$ cat src/sv/depth_histogram_equalizer_assert.svh
// Assertion macros shared by the depth histogram equalizer RTL.
`ifndef DEPTH_HISTOGRAM_EQUALIZER_ASSERT_SVH
`define DEPTH_HISTOGRAM_EQUALIZER_ASSERT_SVH

`ifndef NO_ASSERTIONS

// General property, sampled on the rising clock, off while reset is low
`define DHE_ASSERT(lbl, clk, rst_n, prop, msg) \
  lbl: assert property (@(posedge clk) disable iff (!rst_n) (prop)) else $error(msg);

// Same-cycle implication, off while reset is low
`define DHE_ASSERT_IMPLIES(lbl, clk, rst_n, ante, cons, msg) \
  lbl: assert property (@(posedge clk) disable iff (!rst_n) (ante) |-> (cons)) \
    else $error(msg);

`else

`define DHE_ASSERT(lbl, clk, rst_n, prop, msg)

`define DHE_ASSERT_IMPLIES(lbl, clk, rst_n, ante, cons, msg)

`endif

`endif

$ cat src/sv/dhe_pkg.sv
// Types and constants of the depth histogram equalizer.
package dhe_pkg;

  // Field widths
  localparam int unsigned CMD_W    = 2;
  localparam int unsigned DEPTH_W  = 16;
  localparam int unsigned THR_W    = 15;
  localparam int unsigned GRAY_W   = 8;
  localparam int unsigned CFG_IDX_W = 2;

  // Quotient steps of the shared divider (gray levels are 8 bits)
  localparam int unsigned QUOT_W   = GRAY_W;
  localparam int unsigned STEP_W   = $clog2(QUOT_W);

  // 255 * diff is formed as (diff << 8) - diff
  localparam int unsigned LIN_W    = THR_W + GRAY_W;

  localparam logic [THR_W-1:0] THR_RESET = 15'd16384;

  // Commands
  typedef enum logic [CMD_W-1:0] {
    CMD_CLEAR  = 2'd0,
    CMD_COUNT  = 2'd1,
    CMD_FINISH = 2'd2,
    CMD_MAP    = 2'd3
  } dhe_cmd_e;

  // Register indexes
  typedef enum logic [CFG_IDX_W-1:0] {
    REG_DEPTH_THRESHOLD  = 2'd0,
    REG_HISTOGRAM_ENABLE = 2'd1
  } dhe_reg_e;

endpackage

$ cat src/sv/dhe_divider.sv
// Shared restoring divider: one quotient bit a cycle, 8-bit quotient.
`include "depth_histogram_equalizer_assert.svh"

module dhe_divider
  import dhe_pkg::*;
#(
  parameter int unsigned DIV_W = 20
) (
  input  logic              clk_i,
  input  logic              rst_ni,
  input  logic              start_i,
  input  logic [DIV_W-1:0]  rem_i,      // dividend >> 8, at most the divisor
  input  logic [QUOT_W-1:0] low_i,      // low 8 bits of the dividend
  input  logic [DIV_W-1:0]  divisor_i,
  output logic              busy_o,
  output logic              done_o,
  output logic [QUOT_W-1:0] quot_o
);

  localparam logic [STEP_W-1:0] LAST_STEP = STEP_W'(QUOT_W - 1);

  logic              busy_q;
  logic              done_q;
  logic [STEP_W-1:0] cnt_q;
  logic [DIV_W-1:0]  rem_q;
  logic [QUOT_W-1:0] low_q;
  logic [DIV_W-1:0]  div_q;
  logic [QUOT_W-1:0] quot_q;

  logic [DIV_W:0]    trial;
  logic              fits;
  logic [DIV_W:0]    diff;

  // One step: shift in the next dividend bit, subtract when it fits.
  // A remainder equal to the divisor yields all ones, which is the saturation.
  assign trial = {rem_q, low_q[QUOT_W-1]};
  assign fits  = trial >= {1'b0, div_q};
  assign diff  = trial - {1'b0, div_q};

  // Control
  always_ff @(posedge clk_i or negedge rst_ni) begin
    if (!rst_ni) begin
      busy_q <= 1'b0;
      done_q <= 1'b0;
      cnt_q  <= '0;
    end else begin
      done_q <= 1'b0;
      if (start_i) begin
        busy_q <= 1'b1;
        cnt_q  <= '0;
      end else if (busy_q) begin
        cnt_q <= cnt_q + 1'b1;
        if (cnt_q == LAST_STEP) begin
          busy_q <= 1'b0;
          done_q <= 1'b1;
        end
      end
    end
  end

  // Datapath
  always_ff @(posedge clk_i) begin
    if (start_i) begin
      rem_q  <= rem_i;
      low_q  <= low_i;
      div_q  <= divisor_i;
      quot_q <= '0;
    end else if (busy_q) begin
      rem_q  <= fits ? diff[DIV_W-1:0] : trial[DIV_W-1:0];
      low_q  <= {low_q[QUOT_W-2:0], 1'b0};
      quot_q <= {quot_q[QUOT_W-2:0], fits};
    end
  end

  assign busy_o = busy_q;
  assign done_o = done_q;
  assign quot_o = quot_q;

  `DHE_ASSERT_IMPLIES(a_start_idle, clk_i, rst_ni, start_i, !busy_q, "divider started while busy")
  `DHE_ASSERT(a_last_step_done, clk_i, rst_ni, busy_q && !start_i && (cnt_q == LAST_STEP) |=> done_q && !busy_q, "divider missed its done beat")
  `DHE_ASSERT_IMPLIES(a_done_after_busy, clk_i, rst_ni, done_q, $past(busy_q), "done without a division")

endmodule
$ cat config.mk
export PLATFORM = sky130hd
export DESIGN_NAME = dhe_divider
export DESIGN_NICKNAME = d
export VERILOG_FILES = /design/src/sv/dhe_pkg.sv /design/src/sv/dhe_divider.sv
export VERILOG_INCLUDE_DIRS = /design/src /design/src/sv
export SDC_FILE = /design/constraint.sdc
export NUM_CORES = 1
export LEC_CHECK = 0
export ABC_AREA = 1
export BUFFER_PORTS_ARGS = -buffer_cell sky130_fd_sc_hd__buf_2
export CAP_MARGIN = 20
export CORE_MARGIN = 2
export CORE_UTILIZATION = 50
export CTS_CLUSTER_SIZE = 20
export DETAILED_ROUTE_END_ITERATION = 10
export PLACE_DENSITY = 0.79
export SLEW_MARGIN = 40
export SYNTH_ARGS = -nofsm -noshare
export SYNTH_HDL_FRONTEND = slang
export SYNTH_SLANG_ARGS = --single-unit
$ cat constraint.sdc
create_clock -name clk_i -period 1.9 [get_ports clk_i]
set_input_delay 0.38 -clock clk_i [delete_from_list [all_inputs] [get_ports clk_i]]
set_output_delay 0.38 -clock clk_i [all_outputs]
set_load 0.01 [all_outputs]
==> flow_summary.json <==
{
  "wl_per_cell_um": 17.0,
  "maxSlewHeadroom_pct": 68.2,
  "violations": "setup timing",
  "area_growth_syn_to_layout_pct": 51.5,
  "nNetsFinal": 762,
  "drc_errors": 0,
  "end_kind": "flop",
  "slowest_delay_ps": 440,
  "synth_top_family_by_area": "simple AND/OR/NAND/NOR gates",
  "path_depth": 11,
  "ioPinCount": 61,
  "p_per_area_nw_per_um2": 1530,
  "rr_worst_depth": 11,
  "place_hpwl_mm": 7.96,
  "n_antenna_cell": 0,
  "synthSimpleGateAreaFrac_pct": 33.7,
  "rsz0062_at_grt": "yes",
  "swShare_pct": 44.5,
  "die_area_um2": 8790,
  "syn_nets": 599,
  "synth_compound_area_share_pct": 3.76,
  "register_area_um2": 1730,
  "p_sw_mw": 4.16,
  "cp.arrival_ps": 2380,
  "max_clock_freq_ghz": 0.439,
  "final-setup-viol-count": 21,
  "seqPwrFrac_pct": 21.8,
  "cp_slowest_cell": "edfxtp_1",
  "antenna_left": 0,
  "fillers": 507,
  "synth_xor_area_share_pct": 1.96,
  "drt_pass1_iterations": 5,
  "min_period_over_period_pct": 120,
  "htreeDepth": 3,
  "synth_fa_ha_area_share_pct": 7.33,
  "antenna_found_initial": 0,
  "path_max_fanout": 5,
  "worstPathCellList": "ha_4 > nand2_1 > nor3_1 > nand2_2 > nor2_4 > nor2_4 > buf_12 > nand2_8 > nand2_1 > nand3_1 > nand2_1",
  "wirelength_mm": 13.5,
  "path_delay_family": "simple AND/OR/NAND/NOR gates",
  "r2r_setup_slack_ps": -380,
  "grt_pass1_wl_mm": 19.2,
  "io_buffer_count": 60,
  "critPathLaunch": "rem_q[4]",
  "final_area_um2": 6100,
  "drive_gt1_share_pct": 45.7,
  "overflow": 0,
  "root_buffer": "clkbuf_8",
  "synth_cells": 525,
  "setup.worst_path.start_class": "flop",
  "worst_slack_ps": -378,
  "synth_mux_area_share_pct": 0,
  "synth_cell_types": 34,
  "vias_per_cell": 5.41,
  "cellLeakagePower_nw": 3.02,
  "yosysSeqAreaShare_pct": 42.9,
  "grt_usage_pct": 28.6,
  "fin_crit_ps": 2280,
  "core_area_um2": 7770,
  "cts_max_path_buffers": 2,
  "crit_path_frequent_cell": "nand2_1",
  "gp_congestion": 0.939,
  "postSynthAreaPerCell_um2": 7.67,
  "drt_iter0_markers": 354,
  "reg2reg_to": "rem_q[9]",
  "yosys_warnings": 0,
  "crit_buf_inv": 1,
  "criticalPathCategory": "flop to flop",
  "place_ws_ps": -315,
  "grt_pass1_vias": 4007,
  "worstPathRequired_ps": 2000,
  "hold_class": "input pin to flop",
  "die_h_um": 93.8,
  "pwr-share-clk_pct": 11.5,
  "start_util_pct": 51.9,
  "fin_cells": 795,
  "final-max-slew-violation-count": 0,
  "max-cap-violations": 0,
  "rows": 32,
  "clk_pin_slew_ps": 80,
  "clock-sinks": 61,
  "r2r_start": "rem_q[4]",
  "placed_area_um2": 4980,
  "syn_area_um2": 4030,
  "vias": 4301,
  "ir_drop_v": 0.000836,
  "clk-insertion-delay-late_ps": 350,
  "cts_made_buffers": 9,
  "multi_input_area_um2": 2530,
  "fin_skew_ps": 10.4,
  "die_x_um": 93.8,
  "tightest_slew_ps": 476,
  "status": "finished, violations left",
  "crit_path_end": "rem_q[9]",
  "ys_ff_latch": 61,
  "internal_power_mw": 5.19,
  "comb_power_share_pct": 66.8,
  "grt_max_degree": 35,
  "hold_violations": 0,
  "cts_tree": "done",
  "place_inst": 740
}
==> worst reg2reg max path, stage by stage, from the launching register on <==
cell and delay (ps):
edfxtp_1 440, ha_4 320, nand2_1 100, nor3_1 350
nand2_2 120, nor2_4 140, nor2_4 70, buf_12 140
nand2_8 100, nand2_1 70, nand3_1 90, nand2_1 80
==> sequential cells by signal (all words and copies together), names as in the netlist <==
name / count
div_q: 20
rem_q: 20
low_q: 8
quot_o: 8
cnt_q: 3
busy_o: 1
done_o: 1
==> routing by layer <==
layer | share of wire (%) | global-route usage, % | up-vias
met1 | 40 | 35.6 | 2027
met2 | 49 | 49.5 | 220
met5 | 0 | 0 | -
met3 | 7.3 | 5.78 | 62
met4 | 4.2 | 9.90 | 0
li1 | - | - | 1992
==> metrics by stage <==
stage                     util, %  hold WS [ps]  total power [mW]  TNS, ps
after floorplan                 -          84.4              4.65        0
after global routing         78.5           183              9.82    -7160
after global placement       64.2           195              6.15    -4760
final                        78.5           196              9.34    -6330
after detailed placement     64.2           198              6.23    -5400
after CTS                    73.0           182              8.08    -3100
==> placed cells by master (no fill, tap or decap), types with 6 or more instances in the layout <==
cell type / synthesis / layout
nand2_2: 3 / 37
nor2_1: 21 / 17
ha_4: 0 / 20
nand3b_1: 22 / 22
inv_2: 1 / 29
clkbuf_8: 0 / 9
xnor2_1: 7 / 6
buf_12: 0 / 7
nand3_1: 40 / 29
a21oi_2: 1 / 6
buf_4: 2 / 86
o22ai_1: 6 / 6
inv_1: 84 / 58
nand3_2: 5 / 16
edfxtp_1: 48 / 48
buf_2: 2 / 60
nand2_4: 1 / 8
dfxtp_1: 8 / 8
nand2_1: 200 / 157
==> power groups by stage <==
| stage | clock, mW | combinational, mW | sequential [mW] |
|---|---|---|---|
| 4_1_cts | 1.08 | 5.01 | 1.99 |
| 3_5_place_dp | 0 | 4.24 | 1.99 |
| 5_1_grt | 1.12 | 6.63 | 2.06 |
| 6_report | 1.07 | 6.24 | 2.03 |
| 2_1_floorplan | 0 | 2.69 | 1.96 |
| 3_3_place_gp | 0 | 4.17 | 1.97 |
==> area by class of cell <==
type,count,area share [%]
inverter,88,5.46
timing repair buffer,162,19.8
clock buffer,9,2.03
sequential,61,28.3
multi-input combinational,366,41.4
tap,102,2.09
clock inverter,7,0.841
==> cell families (layout without fill, tap and decap cells) <==
family,after synthesis,count (layout)
AND/OR/NAND/NOR,304,307
buffers and inverters,101,266
flip-flops,61,61
AO/OA/AOI/OAI,27,27
adder cells (fa/ha/maj),23,23
XOR/XNOR,9,9
==> synth_stat cells, drive strengths merged <==
cell type	n	area share (%)
nand3b	22	4.1
o21ai	6	0.75
edfxtp	48	36
clkbuf	5	0.47
nand3	45	6.2
xor2	2	0.43
xnor2	7	1.5
o21a	1	0.19
o21bai	1	0.19
nand2	204	19
dfxtp	8	4.0
inv	85	7.9
buf	8	1.7
clkinv	3	0.28
fa	1	0.50
nor3	3	0.62
o22ai	6	0.93
nor2	26	2.7
ha	22	6.8
or2	1	0.16
nand4	2	0.31
a21oi	13	1.7
dfrtp	5	3.1
nor4	1	0.16
==> timing repair <==
item                                    4_1_cts  5_1_grt
gates cloned                                  3        2
gates resized for setup                      75       70
pin swaps                                    33       39
hold buffers                                  1        0
buffers inserted                             14       20
endpoints found under the setup margin       21       21
hold endpoints to repair                      5        0
==> worst min-delay path by stage <==
stage                      endpoint  cells after the start          start  slack [ps]
after global placement       done_o                      1         rst_ni         190
after CTS                 div_q[13]                      1  divisor_i[13]         180
after global routing      div_q[13]                      1  divisor_i[13]         180
final                     div_q[13]                      1  divisor_i[13]         200
after floorplan              busy_o                      0         rst_ni          80
after detailed placement   cnt_q[1]                      1         rst_ni         200
Note: power is estimated with default switching activity, not from simulation.
